File: config.mk
export PLATFORM = sky130hd
export DESIGN_NAME = one_wire_bus_master_flat
export DESIGN_NICKNAME = d
export VERILOG_FILES = /design/src/rtl/core/owbm_pkg.sv /design/src/rtl/core/owbm_if.sv /design/src/rtl/core/one_wire_bus_master.sv /design/src/rtl/core/owbm_front.sv /design/src/rtl/core/owbm_queue.sv /design/src/rtl/core/owbm_engine.sv /design/src/flat_wrapper.sv
export SDC_FILE = /design/constraint.sdc
export NUM_CORES = 1
export LEC_CHECK = 0
export ABC_AREA = 1
export BUFFER_PORTS_ARGS = -buffer_cell sky130_fd_sc_hd__buf_2
export CAP_MARGIN = 30
export CORE_ASPECT_RATIO = 0.7
export CORE_UTILIZATION = 40
export CTS_CLUSTER_SIZE = 10
export DETAILED_ROUTE_END_ITERATION = 6
export HOLD_SLACK_MARGIN = 0.1
export MAX_ROUTING_LAYER = met4
export PLACE_DENSITY = 0.54
export SYNTH_ARGS = -nofsm -noshare
export SYNTH_HDL_FRONTEND = slang
export SYNTH_SLANG_ARGS = --single-unit
File: constraint.sdc
create_clock -name clk_i -period 6.13 [get_ports clk_i]
set_clock_uncertainty 0.15 [all_clocks]
set_input_delay 0.613 -clock clk_i [delete_from_list [all_inputs] [get_ports clk_i]]
set_output_delay 0.613 -clock clk_i [all_outputs]
set_load 0.01 [all_outputs]
File: src/rtl/core/owbm_pkg.sv
// ----------------------------------------------------------------------------
// owbm_pkg: shared types and constants of the 1-Wire bus master
// Command codes, register indexes, reset values, the configuration bundle
// and the classified tick beat passed from front to back.
// ----------------------------------------------------------------------------
package owbm_pkg;

  localparam int unsigned KindW   = 3;
  localparam int unsigned ByteW   = 8;
  localparam int unsigned UsW     = 10;
  localparam int unsigned CfgIdxW = 3;
  localparam int unsigned CfgW    = 10;

  // Command codes, equal to the kind field of the input beat
  typedef enum logic [KindW-1:0] {
    CmdNone     = 3'd0,
    CmdReset    = 3'd1,
    CmdWrite    = 3'd2,
    CmdReadByte = 3'd3,
    CmdReadBit  = 3'd4
  } cmd_e;

  // Configuration register indexes
  typedef enum logic [CfgIdxW-1:0] {
    CfgCyclesPerUs    = 3'd0,
    CfgResetLowUs     = 3'd1,
    CfgPresenceWaitUs = 3'd2,
    CfgResetTailUs    = 3'd3,
    CfgWriteOneLowUs  = 3'd4,
    CfgWriteZeroLowUs = 3'd5,
    CfgReadLowUs      = 3'd6,
    CfgReadSampleUs   = 3'd7
  } cfg_idx_e;

  localparam logic [7:0]     RstCyclesPerUs    = 8'd80;
  localparam logic [UsW-1:0] RstResetLowUs     = 10'd500;
  localparam logic [7:0]     RstPresenceWaitUs = 8'd70;
  localparam logic [UsW-1:0] RstResetTailUs    = 10'd430;
  localparam logic [7:0]     RstWriteOneLowUs  = 8'd6;
  localparam logic [7:0]     RstWriteZeroLowUs = 8'd60;
  localparam logic [7:0]     RstReadLowUs      = 8'd4;
  localparam logic [7:0]     RstReadSampleUs   = 8'd8;

  // Fixed slot recovery times
  localparam logic [UsW-1:0] OneRelUs   = 10'd64;
  localparam logic [UsW-1:0] ZeroRelUs  = 10'd10;
  localparam logic [UsW-1:0] ReadRestUs = 10'd52;

  typedef struct packed {
    logic [7:0]     cycles_per_us;
    logic [UsW-1:0] reset_low_us;
    logic [7:0]     presence_wait_us;
    logic [UsW-1:0] reset_tail_us;
    logic [7:0]     write_one_low_us;
    logic [7:0]     write_zero_low_us;
    logic [7:0]     read_low_us;
    logic [7:0]     read_sample_us;
  } cfg_t;

  typedef struct packed {
    cmd_e             cmd;
    logic [ByteW-1:0] tx_byte;
    logic             bus_level;
  } tick_t;

endpackage

File: src/rtl/core/owbm_if.sv
// ----------------------------------------------------------------------------
// owbm_if: channel interfaces of the 1-Wire bus master
// Tick channel into the block and result channel out of it, valid/ready.
// ----------------------------------------------------------------------------
interface owbm_in_if;
  logic                            valid;
  logic                            ready;
  logic [owbm_pkg::KindW-1:0]      kind;
  logic [owbm_pkg::ByteW-1:0]      tx_byte;
  logic                            bus_level;

  modport source (output valid, output kind, output tx_byte, output bus_level,
                  input ready);
  modport sink   (input valid, input kind, input tx_byte, input bus_level,
                  output ready);
endinterface

interface owbm_out_if;
  logic                       valid;
  logic                       ready;
  logic                       drive_low;
  logic                       busy_res;
  logic                       done_res;
  logic                       presence;
  logic [owbm_pkg::ByteW-1:0] rx_data;

  modport source (output valid, output drive_low, output busy_res, output done_res,
                  output presence, output rx_data, input ready);
  modport sink   (input valid, input drive_low, input busy_res, input done_res,
                  input presence, input rx_data, output ready);
endinterface

File: src/rtl/core/one_wire_bus_master.sv
// ----------------------------------------------------------------------------
// one_wire_bus_master: timed 1-Wire bus master
// Each beat on the tick channel is one clock tick of the bus timing engine: it
// carries the sampled line level and, while idle, an optional command (reset
// with presence detect, write byte, read byte, read bit). Each tick yields
// exactly one result beat: drive_low for the open-drain pad, busy, a done
// pulse, presence after a reset and rx_data after a read.
// Throughput: one tick beat per cycle, sustained, as long as the result
// channel takes a beat per cycle. With no stall, an accepted tick beat is
// written into the queue, then the engine step registers its result beat
// into the result register, where it goes valid.
// A two-entry queue sits between the intake and the timing engine, so the
// intake keeps taking ticks while one result waits; when the receiver
// stalls, the queue fills and tick ready drops until it drains.
// Bus phases last whole microseconds; a phase of D us takes D * cycles_per_us
// ticks, counted by the prescaler and phase timer in the engine.
// Configuration writes go straight to the register file; write only while
// the engine is idle. Reset clears the queue, returns the engine to idle and
// loads the default timing registers.
// ----------------------------------------------------------------------------
module one_wire_bus_master #(
  parameter int unsigned QUEUE_DEPTH = 2
) (
  input  logic                           clk_i,
  input  logic                           rst_ni,
  input  logic                           cfg_we_i,
  input  logic [owbm_pkg::CfgIdxW-1:0]   cfg_idx_i,
  input  logic [owbm_pkg::CfgW-1:0]      cfg_wdata_i,
  owbm_in_if.sink                        in_if,
  owbm_out_if.source                     out_if
);

  owbm_pkg::cfg_t  cfg_q;
  owbm_pkg::tick_t push_data, pop_data;
  logic            push, pop, full, empty;

  // Timing register file
  always_ff @(posedge clk_i or negedge rst_ni) begin
    if (!rst_ni) begin
      cfg_q.cycles_per_us     <= owbm_pkg::RstCyclesPerUs;
      cfg_q.reset_low_us      <= owbm_pkg::RstResetLowUs;
      cfg_q.presence_wait_us  <= owbm_pkg::RstPresenceWaitUs;
      cfg_q.reset_tail_us     <= owbm_pkg::RstResetTailUs;
      cfg_q.write_one_low_us  <= owbm_pkg::RstWriteOneLowUs;
      cfg_q.write_zero_low_us <= owbm_pkg::RstWriteZeroLowUs;
      cfg_q.read_low_us       <= owbm_pkg::RstReadLowUs;
      cfg_q.read_sample_us    <= owbm_pkg::RstReadSampleUs;
    end else if (cfg_we_i) begin
      unique case (cfg_idx_i)
        owbm_pkg::CfgCyclesPerUs:    cfg_q.cycles_per_us     <= cfg_wdata_i[7:0];
        owbm_pkg::CfgResetLowUs:     cfg_q.reset_low_us      <= cfg_wdata_i;
        owbm_pkg::CfgPresenceWaitUs: cfg_q.presence_wait_us  <= cfg_wdata_i[7:0];
        owbm_pkg::CfgResetTailUs:    cfg_q.reset_tail_us     <= cfg_wdata_i;
        owbm_pkg::CfgWriteOneLowUs:  cfg_q.write_one_low_us  <= cfg_wdata_i[7:0];
        owbm_pkg::CfgWriteZeroLowUs: cfg_q.write_zero_low_us <= cfg_wdata_i[7:0];
        owbm_pkg::CfgReadLowUs:      cfg_q.read_low_us       <= cfg_wdata_i[7:0];
        owbm_pkg::CfgReadSampleUs:   cfg_q.read_sample_us    <= cfg_wdata_i[7:0];
        default: ;
      endcase
    end
  end

  // Intake: accept ticks and decode the command kind
  owbm_front u_front (
    .in_if       (in_if),
    .full_i      (full),
    .push_o      (push),
    .push_data_o (push_data)
  );

  // Hold classified ticks until the engine takes them
  owbm_queue #(
    .DEPTH (QUEUE_DEPTH)
  ) u_queue (
    .clk_i       (clk_i),
    .rst_ni      (rst_ni),
    .push_i      (push),
    .push_data_i (push_data),
    .pop_i       (pop),
    .pop_data_o  (pop_data),
    .full_o      (full),
    .empty_o     (empty)
  );

  // Advance the bus timing one tick per popped beat
  owbm_engine u_engine (
    .clk_i   (clk_i),
    .rst_ni  (rst_ni),
    .cfg_i   (cfg_q),
    .tick_i  (pop_data),
    .empty_i (empty),
    .pop_o   (pop),
    .out_if  (out_if)
  );

endmodule

File: src/rtl/core/owbm_front.sv
// ----------------------------------------------------------------------------
// owbm_front: tick intake and command decode
// Accept tick beats while the queue has room and classify the kind field.
// ----------------------------------------------------------------------------
module owbm_front (
  owbm_in_if.sink          in_if,
  input  logic             full_i,
  output logic             push_o,
  output owbm_pkg::tick_t  push_data_o
);

  owbm_pkg::cmd_e cmd;

  always_comb begin
    unique case (in_if.kind)
      owbm_pkg::CmdReset:    cmd = owbm_pkg::CmdReset;
      owbm_pkg::CmdWrite:    cmd = owbm_pkg::CmdWrite;
      owbm_pkg::CmdReadByte: cmd = owbm_pkg::CmdReadByte;
      owbm_pkg::CmdReadBit:  cmd = owbm_pkg::CmdReadBit;
      default:               cmd = owbm_pkg::CmdNone;  // drop unknown codes
    endcase
  end

  assign in_if.ready           = !full_i;
  assign push_o                = in_if.valid && !full_i;
  assign push_data_o.cmd       = cmd;
  assign push_data_o.tx_byte   = in_if.tx_byte;
  assign push_data_o.bus_level = in_if.bus_level;

endmodule

File: src/rtl/core/owbm_queue.sv
// ----------------------------------------------------------------------------
// owbm_queue: short FIFO of classified ticks
// Decouple the intake from the timing engine.
// ----------------------------------------------------------------------------
module owbm_queue #(
  parameter int unsigned DEPTH = 2
) (
  input  logic            clk_i,
  input  logic            rst_ni,
  input  logic            push_i,
  input  owbm_pkg::tick_t push_data_i,
  input  logic            pop_i,
  output owbm_pkg::tick_t pop_data_o,
  output logic            full_o,
  output logic            empty_o
);

  localparam int unsigned PtrW = (DEPTH > 1) ? $clog2(DEPTH) : 1;
  localparam int unsigned CntW = $clog2(DEPTH + 1);
  localparam logic [PtrW-1:0] LastPtr = PtrW'(DEPTH - 1);
  localparam logic [CntW-1:0] FullCnt = CntW'(DEPTH);

  owbm_pkg::tick_t mem_q [DEPTH];
  logic [PtrW-1:0] wr_ptr_q, rd_ptr_q;
  logic [CntW-1:0] count_q;

  assign full_o     = (count_q == FullCnt);
  assign empty_o    = (count_q == '0);
  assign pop_data_o = mem_q[rd_ptr_q];

  always_ff @(posedge clk_i or negedge rst_ni) begin
    if (!rst_ni) begin
      wr_ptr_q <= '0;
      rd_ptr_q <= '0;
      count_q  <= '0;
    end else begin
      if (push_i) begin
        wr_ptr_q <= (wr_ptr_q == LastPtr) ? '0 : wr_ptr_q + 1'b1;
      end
      if (pop_i) begin
        rd_ptr_q <= (rd_ptr_q == LastPtr) ? '0 : rd_ptr_q + 1'b1;
      end
      if (push_i && !pop_i) begin
        count_q <= count_q + 1'b1;
      end else if (pop_i && !push_i) begin
        count_q <= count_q - 1'b1;
      end
    end
  end

  always_ff @(posedge clk_i) begin
    if (push_i) begin
      mem_q[wr_ptr_q] <= push_data_i;
    end
  end

endmodule

File: src/rtl/core/owbm_engine.sv
// ----------------------------------------------------------------------------
// owbm_engine: bus timing engine
// Advance the prescaler, phase timer and slot sequencer by one tick per beat
// and register the result beat.
// ----------------------------------------------------------------------------
module owbm_engine (
  input  logic            clk_i,
  input  logic            rst_ni,
  input  owbm_pkg::cfg_t  cfg_i,
  input  owbm_pkg::tick_t tick_i,
  input  logic            empty_i,
  output logic            pop_o,
  owbm_out_if.source      out_if
);

  typedef enum logic [3:0] {
    PhIdle    = 4'd0,
    PhRstLow  = 4'd1,
    PhRstWait = 4'd2,
    PhRstTail = 4'd3,
    PhWrLow   = 4'd4,
    PhWrRel   = 4'd5,
    PhRdLow   = 4'd6,
    PhRdWait  = 4'd7,
    PhRdRest  = 4'd8
  } phase_e;

  localparam int unsigned UsW = owbm_pkg::UsW;

  phase_e                     phase_q, phase_d;
  owbm_pkg::cmd_e             op_q, op_d;
  logic [7:0]                 pre_q, pre_d;
  logic [UsW-1:0]             us_q, us_d;
  logic [2:0]                 bit_q, bit_d;
  logic [7:0]                 shift_q, shift_d;
  logic                       pres_q, pres_d;
  logic                       done;

  logic                       out_valid_q;
  logic                       drive_low_q, busy_q, done_q, presence_q;
  logic [7:0]                 rx_q;

  logic [7:0]                 cpu;
  logic [UsW-1:0]             plen;
  logic [UsW-1:0]             us_inc;
  logic [2:0]                 bit_inc;
  logic [7:0]                 raw8;

  function automatic logic [7:0] min_one8(input logic [7:0] v);
    return (v == '0) ? 8'd1 : v;
  endfunction

  function automatic logic [UsW-1:0] min_one10(input logic [UsW-1:0] v);
    return (v == '0) ? UsW'(1) : v;
  endfunction

  assign pop_o = !empty_i && (!out_valid_q || out_if.ready);
  assign cpu   = min_one8(cfg_i.cycles_per_us);

  // Length of the current phase in microseconds
  always_comb begin
    raw8 = '0;
    plen = owbm_pkg::ReadRestUs;
    unique case (phase_q)
      PhRstLow:  plen = min_one10(cfg_i.reset_low_us);
      PhRstWait: plen = {2'b00, min_one8(cfg_i.presence_wait_us)};
      PhRstTail: plen = min_one10(cfg_i.reset_tail_us);
      PhWrLow: begin
        raw8 = shift_q[0] ? cfg_i.write_one_low_us : cfg_i.write_zero_low_us;
        plen = {2'b00, min_one8(raw8)};
      end
      PhWrRel:   plen = shift_q[0] ? owbm_pkg::OneRelUs : owbm_pkg::ZeroRelUs;
      PhRdLow:   plen = {2'b00, min_one8(cfg_i.read_low_us)};
      PhRdWait:  plen = {2'b00, min_one8(cfg_i.read_sample_us)};
      default:   plen = owbm_pkg::ReadRestUs;
    endcase
  end

  always_comb begin
    phase_d = phase_q;
    op_d    = op_q;
    pre_d   = pre_q;
    us_d    = us_q;
    bit_d   = bit_q;
    shift_d = shift_q;
    pres_d  = pres_q;
    done    = 1'b0;
    us_inc  = us_q + 1'b1;
    bit_inc = bit_q + 1'b1;

    if (phase_q == PhIdle) begin
      if (tick_i.cmd != owbm_pkg::CmdNone) begin
        op_d  = tick_i.cmd;
        pre_d = '0;
        us_d  = '0;
        bit_d = '0;
        unique case (tick_i.cmd)
          owbm_pkg::CmdReset: begin
            pres_d  = 1'b0;
            shift_d = '0;
            phase_d = PhRstLow;
          end
          owbm_pkg::CmdWrite: begin
            shift_d = tick_i.tx_byte;
            phase_d = PhWrLow;
          end
          default: begin
            shift_d = '0;
            phase_d = PhRdLow;
          end
        endcase
      end
    end else if ({1'b0, pre_q} + 9'd1 >= {1'b0, cpu}) begin
      pre_d = '0;
      if (us_inc >= plen) begin
        us_d = '0;
        unique case (phase_q)
          PhRstLow:  phase_d = PhRstWait;
          PhRstWait: begin
            pres_d  = !tick_i.bus_level;
            phase_d = PhRstTail;
          end
          PhRstTail: begin
            phase_d = PhIdle;
            done    = 1'b1;
          end
          PhWrLow:   phase_d = PhWrRel;
          PhRdLow:   phase_d = PhRdWait;
          PhRdWait: begin
            if (op_q == owbm_pkg::CmdReadBit) begin
              shift_d = {7'd0, tick_i.bus_level};
            end else begin
              shift_d = {tick_i.bus_level, shift_q[7:1]};
            end
            phase_d = PhRdRest;
          end
          PhWrRel, PhRdRest: begin
            if (phase_q == PhWrRel) begin
              shift_d = {1'b0, shift_q[7:1]};
            end
            // end of slot: finish after the last bit, else open the next slot
            if (op_q == owbm_pkg::CmdReadBit) begin
              phase_d = PhIdle;
              done    = 1'b1;
            end else begin
              bit_d = bit_inc;
              if (bit_inc == '0) begin
                phase_d = PhIdle;
                done    = 1'b1;
              end else begin
                phase_d = (op_q == owbm_pkg::CmdWrite) ? PhWrLow : PhRdLow;
              end
            end
          end
          default:   phase_d = PhIdle;
        endcase
      end else begin
        us_d = us_inc;
      end
    end else begin
      pre_d = pre_q + 1'b1;
    end
  end

  always_ff @(posedge clk_i or negedge rst_ni) begin
    if (!rst_ni) begin
      phase_q     <= PhIdle;
      op_q        <= owbm_pkg::CmdNone;
      pre_q       <= '0;
      us_q        <= '0;
      bit_q       <= '0;
      shift_q     <= '0;
      pres_q      <= 1'b0;
      out_valid_q <= 1'b0;
      drive_low_q <= 1'b0;
      busy_q      <= 1'b0;
      done_q      <= 1'b0;
      presence_q  <= 1'b0;
      rx_q        <= '0;
    end else if (pop_o) begin
      phase_q     <= phase_d;
      op_q        <= op_d;
      pre_q       <= pre_d;
      us_q        <= us_d;
      bit_q       <= bit_d;
      shift_q     <= shift_d;
      pres_q      <= pres_d;
      out_valid_q <= 1'b1;
      drive_low_q <= (phase_d == PhRstLow) || (phase_d == PhWrLow) || (phase_d == PhRdLow);
      busy_q      <= (phase_d != PhIdle);
      done_q      <= done;
      presence_q  <= done && (op_d == owbm_pkg::CmdReset) && pres_d;
      rx_q        <= (done && ((op_d == owbm_pkg::CmdReadByte) ||
                               (op_d == owbm_pkg::CmdReadBit))) ? shift_d : 8'd0;
    end else if (out_if.ready) begin
      out_valid_q <= 1'b0;
    end
  end

  assign out_if.valid     = out_valid_q;
  assign out_if.drive_low = drive_low_q;
  assign out_if.busy_res  = busy_q;
  assign out_if.done_res  = done_q;
  assign out_if.presence  = presence_q;
  assign out_if.rx_data   = rx_q;

endmodule

File: src/flat_wrapper.sv
// flat-port wrapper written by rule: the top's interface ports become plain ports
module one_wire_bus_master_flat 
#(
  parameter int unsigned QUEUE_DEPTH = 2
)
  (clk_i, rst_ni, cfg_we_i, cfg_idx_i, cfg_wdata_i, in_if_valid, in_if_kind, in_if_tx_byte, in_if_bus_level, in_if_ready, out_if_valid, out_if_drive_low, out_if_busy_res, out_if_done_res, out_if_presence, out_if_rx_data, out_if_ready);
  owbm_in_if in_if_i ();
  owbm_out_if out_if_i ();
  input  logic clk_i;
  input  logic rst_ni;
  input  logic cfg_we_i;
  input  logic [owbm_pkg::CfgIdxW-1:0] cfg_idx_i;
  input  logic [owbm_pkg::CfgW-1:0] cfg_wdata_i;
  input wire logic [$bits(in_if_i.valid)-1:0] in_if_valid;
  input wire logic [$bits(in_if_i.kind)-1:0] in_if_kind;
  input wire logic [$bits(in_if_i.tx_byte)-1:0] in_if_tx_byte;
  input wire logic [$bits(in_if_i.bus_level)-1:0] in_if_bus_level;
  output wire logic [$bits(in_if_i.ready)-1:0] in_if_ready;
  output wire logic [$bits(out_if_i.valid)-1:0] out_if_valid;
  output wire logic [$bits(out_if_i.drive_low)-1:0] out_if_drive_low;
  output wire logic [$bits(out_if_i.busy_res)-1:0] out_if_busy_res;
  output wire logic [$bits(out_if_i.done_res)-1:0] out_if_done_res;
  output wire logic [$bits(out_if_i.presence)-1:0] out_if_presence;
  output wire logic [$bits(out_if_i.rx_data)-1:0] out_if_rx_data;
  input wire logic [$bits(out_if_i.ready)-1:0] out_if_ready;
  assign in_if_i.valid = in_if_valid;
  assign in_if_i.kind = in_if_kind;
  assign in_if_i.tx_byte = in_if_tx_byte;
  assign in_if_i.bus_level = in_if_bus_level;
  assign in_if_ready = in_if_i.ready;
  assign out_if_valid = out_if_i.valid;
  assign out_if_drive_low = out_if_i.drive_low;
  assign out_if_busy_res = out_if_i.busy_res;
  assign out_if_done_res = out_if_i.done_res;
  assign out_if_presence = out_if_i.presence;
  assign out_if_rx_data = out_if_i.rx_data;
  assign out_if_i.ready = out_if_ready;
  one_wire_bus_master #(.QUEUE_DEPTH(QUEUE_DEPTH)) u_core (.clk_i(clk_i), .rst_ni(rst_ni), .cfg_we_i(cfg_we_i), .cfg_idx_i(cfg_idx_i), .cfg_wdata_i(cfg_wdata_i), .in_if(in_if_i), .out_if(out_if_i));
endmodule
==> out/metrics.cfg, run 1 <==
[die]
fp.coreArea_mm2 = 0.0192
dieWidth_um = 171
start_util = 0.415
die_area_mm2 = 0.0205
die_height_um = 120
fp-row-count = 42
ios = 44

[cts]
clockBufferDepth = 2
cts_made_buffers = 17
clk_latency_ns = 0.43
cts_root_buf = clkbuf_16
htree_levels = 4
cts_sinks = 146
hold_buffers = 0
post_cts_buffers = 0
cts_tree = done
cts-resized-gates = 0
clk_pin_slew_worst_paths_ns = 0.07

[global_routing]
grt_usage = 0.224
grt_util_met2 = 0.299
use_met3 = 0.0452
grt_pass1_vias = 6270
grt_busiest_layer = met1
antenna_found_initial = 0
use_met1 = 0.344
grt_max_degree = 66
grt_overflow = 0
grt_pass1_wl_um = 34100

[logic_synthesis]
yosys-top-cells-area = dfrtp_1 30%, nand2_1 15%, edfxtp_1 9.0%
synth_cell_types = 57
syn_avg_cell_area_um2 = 8.12
synthDominantCellAreaShare = 0.305
syn_inst = 981
syn-num-nets = 1034
synth_top_area_cell = dfrtp_1
synth_area_mm2 = 0.00797
synth.ff_latch_count = 146
ys_seq_area_frac = 0.478
yosysWarnings = 0

[sta]
post-route-min-period_ns = 4.53
rsz0062_at_grt = no
maxSlewHeadroom = 0.403
slew_violations = 0
setup_viol = 0
worst_pin_slew_ns = 0.872
fin_crit_sh = 0.739
fmax_mhz = 221
setup_ws_ns = 1.60
setup_tns_ns = 0
report.final.hold_viol_count = 0

[critical_path]
worst_ep_arrival_time_ns = 4.73
worst-path-max-fanout = 18
critical_path.startpoint_type = flip-flop
crit_path_start = u_core.u_engine.phase_q[1]
endpoint_kind = flip-flop
r2r-start = u_core.u_engine.phase_q[1]
required_ns = 6.34
crit_type = reg2reg

[hold_path]
hold_path_class = in2async

[power]
p_leak_nw = 4.42
p_per_area_mw_per_mm2 = 435
irDropWorstVdd_mv = 0.245

[detailed_routing]
drt_iter0_markers = 585
post_drt_wl_per_cell_um = 15.8
viasPerCell = 5.02
dr.pass1.iters = 5
drt-total-wl_um = 20600
dr_total_vias = 6542
ant_nets = 0
drc = 0

[final_layout]
drive_gt1_frac = 0.152
final_common_cell = nand2_1
syn_to_final_growth_pct = 13.5
nets = 1078
mostFrequentLayoutCells = 314 x nand2_1, 100 x inv_1, 100 x o21ai_0

[placement]
gp_congestion = 0.859
portBuffers = 43
hpwlAfterDp_um = 15000
dp_slack_ns = 1.71

[run]
maxCapViolations = 0

[outcome]
status = completed

-- synth_stat cells, drive strengths merged --
library cell,instances
nand2,326
o21ai,116
inv,110
dfrtp,97
nor2,67
nand3,47
dfstp,25
edfxtp,24
ha,23
a21oi,19
clkbuf,16
o22ai,14
xor2,13
a22oi,9
nand4,9
nor3,8
nor4,8
buf,7
mux2i,6
a221oi,5
nand3b,4
or2,4
o21a,3
a2111oi,2
a21o,2
a22o,2
o211ai,2
o221ai,2
a31o,1
a31oi,1
a41o,1
and2,1
clkinv,1
nand2b,1
o2111ai,1
o211a,1
o21bai,1
o31ai,1
xnor2,1
-- registers in the layout, indices dropped and copies added, names as in the netlist --
name and cells:
u_core.u_queue.count_q 2, u_core.u_engine.pres_q 1, u_core.u_engine.out_if.rx_data 8, u_core.u_engine.out_if.drive_low 1, u_core.u_engine.phase_q 4, u_core.u_engine.bit_q 3, u_core.u_engine.out_if.busy_res 1, u_core.u_engine.out_if.valid 1
u_core.u_engine.out_if.done_res 1, u_core.u_engine.pre_q 8, u_core.u_queue.wr_ptr_q 1, u_core.u_engine.us_q 10, u_core.u_queue.rd_ptr_q 1, u_core.u_queue.mem_q 24, u_core.u_engine.op_q 3, u_core.u_engine.shift_q 8
u_core.cfg_q 68, u_core.u_engine.out_if.presence 1
-- path summary, 6_finish.rpt --
path | end | slack (ns) | depth (start not counted)
min in group clk_i | u_core.u_queue.mem_q[0][0] | 0.23 | 1
max in group asynchronous | u_core.u_engine.out_if.presence | 4.38 | 2
hold / removal | u_core.cfg_q[32] | 0.12 | 1
setup / recovery | u_core.u_engine.out_if.rx_data[5] | 1.60 | 23
hold reg to reg | u_core.u_engine.out_if.rx_data[6] | 0.33 | 2
setup reg to reg | u_core.u_engine.out_if.rx_data[5] | 1.60 | 23
-- area by class of cell --
type	instances	area (µm²)
multi-input combinational	701	3630
clock buffer	20	478
inverter	111	419
sequential	146	3800
clock inverter	12	120
tap	264	330
timing repair buffer	48	259
fill	1929	10100
antenna	1	2.50
-- per-layer routing --
layer,up-vias,routed length (µm)
li1,3331,-
met1,3069,11200
met2,134,8210
met3,8,1070
met4,0,142
met5,-,0
-- worst max-delay path, stage by stage (launching register included) --
cell and delay [ns]:
dfrtp_1 0.45, inv_1 0.17, nor2_1 0.09, nand2_1 0.15, clkinv_1 0.27, nand2_1 0.15, nand2_1 0.05, a2111oi_0 0.75
ha_1 0.39, nand2_1 0.08, nand2_1 0.05, nand2_1 0.07, nand2_1 0.05, nand2_1 0.05, nand4_1 0.58, inv_1 0.42
nand2_1 0.08, nand2_1 0.07, nand2_1 0.05, nand2_1 0.06, nand2_1 0.04, nand2_1 0.09, nand3_1 0.08, nand2_1 0.08
-- stage by stage --
| stage | total power, mW | hold WS [ns] | utilization | area [µm²] | std cells |
|---|---|---|---|---|---|
| 5_1_grt | 4.24 | 0.190 | 0.471 | 9040 | 1302 |
| 4_1_cts | 3.96 | 0.150 | 0.471 | 9040 | 1302 |
| 2_1_floorplan | 2.49 | 0.167 | - | 7970 | 981 |
| 3_3_place_gp | 2.88 | 0.314 | 0.439 | 8420 | 1268 |
| 6_report | 3.94 | 0.121 | 0.471 | 9040 | 1303 |
| 3_5_place_dp | 2.89 | 0.312 | 0.440 | 8440 | 1270 |
-- cells by family (layout without fill, tap and decap cells) --
| group | Yosys count | after routing | share of synthesized area |
|---|---|---|---|
| simple gates | 475 | 475 | 0.264 |
| compound gates | 183 | 183 | 0.132 |
| flops | 146 | 146 | 0.478 |
| buf+inv | 134 | 191 | 0.0671 |
| fa+ha+maj | 23 | 23 | 0.0361 |
| xor+xnor | 14 | 14 | 0.0154 |
| mux | 6 | 6 | 0.00754 |
| other cells | 0 | 1 | 0 |
-- report_power, final --
part / leakage, nW / switching [mW] / internal [mW]
registers: 1.73 / 0.204 / 1.23
logic: 2.39 / 0.985 / 0.462
clock network: 0.294 / 0.441 / 0.612
No activity file was read; power rests on OpenSTA's default activity.
==> run 2, diff against run 1 <==
PLACE_DENSITY = 0.56   (was 0.54)
clock period = 3.9 ns   (was 6.13 ns; I/O delays follow)
==> run 2 against run 1 <==
Flip-flop and latch count unchanged. Clock power increased by 58%. Combinational power increased by 65%. Global-route usage increased by 0.62 points. Design area increased by 3.8%. Core utilization increased by 1.8 points. Hold slack improved by 0.026 ns. Count of clock-buffer cells in the layout decreased by 1. Total power increased by 60%. Setup slack got worse by 1.2 ns. Final cell count increased by 2.2%. Fmax increased by 28%. Largest cell class unchanged.
==> out/metrics.cfg, run 2 (synthesis gave the netlist of run 1 again) <==
[outcome]
status = completed  ; unchanged

[critical_path]
path_delay_family = simple AND/OR/NAND/NOR gates  ; unchanged
cp.depth = 20  ; was 23
required_ns = 4.13  ; was 6.34 ns
cp-endpoint = u_core.u_engine.out_if.rx_data[3]  ; was u_core.u_engine.out_if.rx_data[5]
worst-path-max-fanout = 18  ; unchanged
r2r_cells = 20  ; was 23
rrSetupSlack_ns = 0.37  ; was 1.60 ns
critical_path_buf_inv_count = 4  ; was 3
crit_chain = inv_1, nand2_1, nor2_4, inv_1, o221ai_1, a21oi_1, o21ai_0, a21oi_1, ha_1, nand2_1, nor2_2, nand3_1, nand4_1, buf_6, nand2_1, inv_1, nand2_1, nor2_4, nand3_1, nand2_1  ; was inv_1, nor2_1, nand2_1, clkinv_1, nand2_1, nand2_1, a2111oi_0, ha_1, nand2_1, nand2_1, nand2_1, nand2_1, nand2_1, nand4_1, inv_1, nand2_1, nand2_1, nand2_1, nand2_1, nand2_1, nand2_1, nand3_1, nand2_1
max_stage_delay_ns = 0.50  ; was 0.75 ns
cp_slowest_cell = dfrtp_1  ; was a2111oi_0
endpoint_kind = flip-flop  ; unchanged
crit_top_cell = nand2_1  ; unchanged
r2r_end = u_core.u_engine.out_if.rx_data[3]  ; was u_core.u_engine.out_if.rx_data[5]
worst_ep_arrival_time_ns = 3.76  ; was 4.73 ns
crit_path_start = u_core.u_engine.phase_q[3]  ; was u_core.u_engine.phase_q[1]
crit_type = reg2reg  ; unchanged
critical_path.startpoint_type = flip-flop  ; unchanged
r2r-start = u_core.u_engine.phase_q[3]  ; was u_core.u_engine.phase_q[1]

[final_layout]
n_fill_cell = 1890  ; was 1929
final_common_cell = nand2_1  ; unchanged
mostFrequentLayoutCells = 312 x nand2_1, 100 x o21ai_0, 98 x inv_1  ; was 314 x nand2_1, 100 x inv_1, 100 x o21ai_0
nets = 1108  ; was 1078
drive_gt1_frac = 0.169  ; was 0.152
stdcell_area_mm2 = 0.00938  ; was 0.00904 mm²
syn_to_final_growth_pct = 17.8  ; was 13.5%
largest_reg_flops = 68  ; unchanged
reg.largest.list = u_core.cfg_q x68, u_core.u_queue.mem_q x24, u_core.u_engine.us_q x10  ; unchanged
final_util = 0.489  ; was 0.471
diodes = 0  ; was 1
top_register = u_core.cfg_q  ; unchanged

[power]
p_leak_nw = 4.57  ; was 4.42 nW
p_per_area_mw_per_mm2 = 671  ; was 435 mW/mm²
irDropWorstVdd_mv = 0.297  ; was 0.245 mV
finalPower_mw = 6.29  ; was 3.94 mW

[sta]
slew_violations = 0  ; unchanged
setup_viol = 0  ; unchanged
fmax_mhz = 283  ; was 221 MHz
rsz0062_at_grt = no  ; unchanged
post-route-min-period_ns = 3.53  ; was 4.53 ns
report.final.hold_viol_count = 0  ; unchanged
setup_tns_ns = 0  ; unchanged
fin_crit_sh = 0.906  ; was 0.739
worst_pin_slew_ns = 0.768  ; was 0.872 ns
maxSlewHeadroom = 0.486  ; was 0.403

[cts]
clockBufferDepth = 2  ; unchanged
cts_sinks = 146  ; unchanged
cts_tree = done  ; unchanged
cts_root_buf = clkbuf_16  ; unchanged
htree_levels = 4  ; unchanged
cts_made_buffers = 17  ; unchanged
clk_pin_slew_worst_paths_ns = 0.07  ; about the same
clk_latency_ns = 0.44  ; was 0.43 ns

[placement]
portBuffers = 43  ; unchanged
place_area_mm2 = 0.00850  ; was 0.00844 mm²
hpwlAfterDp_um = 15100  ; was 15000 µm
gp_congestion = 0.914  ; was 0.859

[detailed_routing]
post_drt_wl_per_cell_um = 15.7  ; was 15.8 µm
dr_total_vias = 6660  ; was 6542
dr.pass1.iters = 5  ; unchanged
viasPerCell = 5.00  ; was 5.02
drc = 0  ; unchanged
ant_nets = 0  ; unchanged
drt_iter0_markers = 530  ; was 585
drt-total-wl_um = 20900  ; was 20600 µm

[hold_path]
hold_path_class = in2reg  ; was in2async

[run]
maxCapViolations = 0  ; unchanged

[die]
die_height_um = 120  ; unchanged
fp.coreArea_mm2 = 0.0192  ; unchanged
dieWidth_um = 171  ; unchanged
fp-row-count = 42  ; unchanged
start_util = 0.415  ; unchanged
die_area_mm2 = 0.0205  ; unchanged
ios = 44  ; unchanged

[global_routing]
grt_pass1_vias = 6456  ; was 6270
grt_usage = 0.230  ; was 0.224
grt_pass1_wl_um = 35200  ; was 34100 µm
grt_overflow = 0  ; unchanged
antenna_found_initial = 0  ; unchanged
grt_max_degree = 87  ; was 66

==> run 2: repair_timing <==
action	in CTS	in global routing
hold endpoints to repair	69	0
pin swaps	0	2
resized for setup	1	16
hold buffers	21	0
buffers inserted	0	2
setup endpoints to repair	1	35
==> run 2: per-stage QoR <==
stage                     instances  setup WS [ns]  hold WS, ns
after CTS                      1330          0.163        0.134
after global placement         1275         0.0245        0.249
after detailed placement       1277         0.0275        0.252
after floorplan                 981          0.696      -0.0556
final                          1332          0.366        0.147
after global routing           1332         0.0233        0.198
==> run 2: area by class of cell <==
| type | instances | area (µm²) | share of cell area |
|---|---|---|---|
| tap | 264 | 330 | 0.0352 |
| sequential | 146 | 3810 | 0.406 |
| clock buffer | 19 | 464 | 0.0495 |
| clock inverter | 13 | 128 | 0.0136 |
| timing repair buffer | 78 | 549 | 0.0585 |
| multi-input combinational | 701 | 3670 | 0.392 |
| inverter | 111 | 427 | 0.0455 |
==> run 2: worst min-delay path, stage by stage <==
cell and delay [ns]:
buf_2 0.07, inv_1 0.04, nor2_1 0.10
==> run 2: power breakdown <==
| group | internal (mW) | switching (mW) | leakage, nW |
|---|---|---|---|
| sequential | 1.94 | 0.303 | 1.73 |
| combinational | 0.792 | 1.60 | 2.54 |
| clock | 0.904 | 0.757 | 0.295 |
==> run 2: worst min-delay path by stage <==
stage | start | endpoint | slack (ns) | cells after the start
2_1_floorplan | rst_ni | u_core.cfg_q[0] | -0.06 | 0
3_3_place_gp | rst_ni | u_core.u_engine.us_q[6] | 0.25 | 1
3_5_place_dp | rst_ni | u_core.u_engine.us_q[6] | 0.25 | 1
4_1_cts | in_if_kind[1] | u_core.u_queue.mem_q[0][10] | 0.13 | 3
5_1_grt | in_if_kind[1] | u_core.u_queue.mem_q[1][10] | 0.20 | 3
6_report | in_if_kind[1] | u_core.u_queue.mem_q[1][10] | 0.15 | 3
==> run 2: per-layer routing <==
metal  vias to the layer above  wire length (µm)  track usage
met5                         -                 0            -
met4                         0               218       0.0586
met3                        18              1250       0.0482
met2                       174              8020        0.292
met1                      3079             11400        0.362
li1                       3389                 -            -
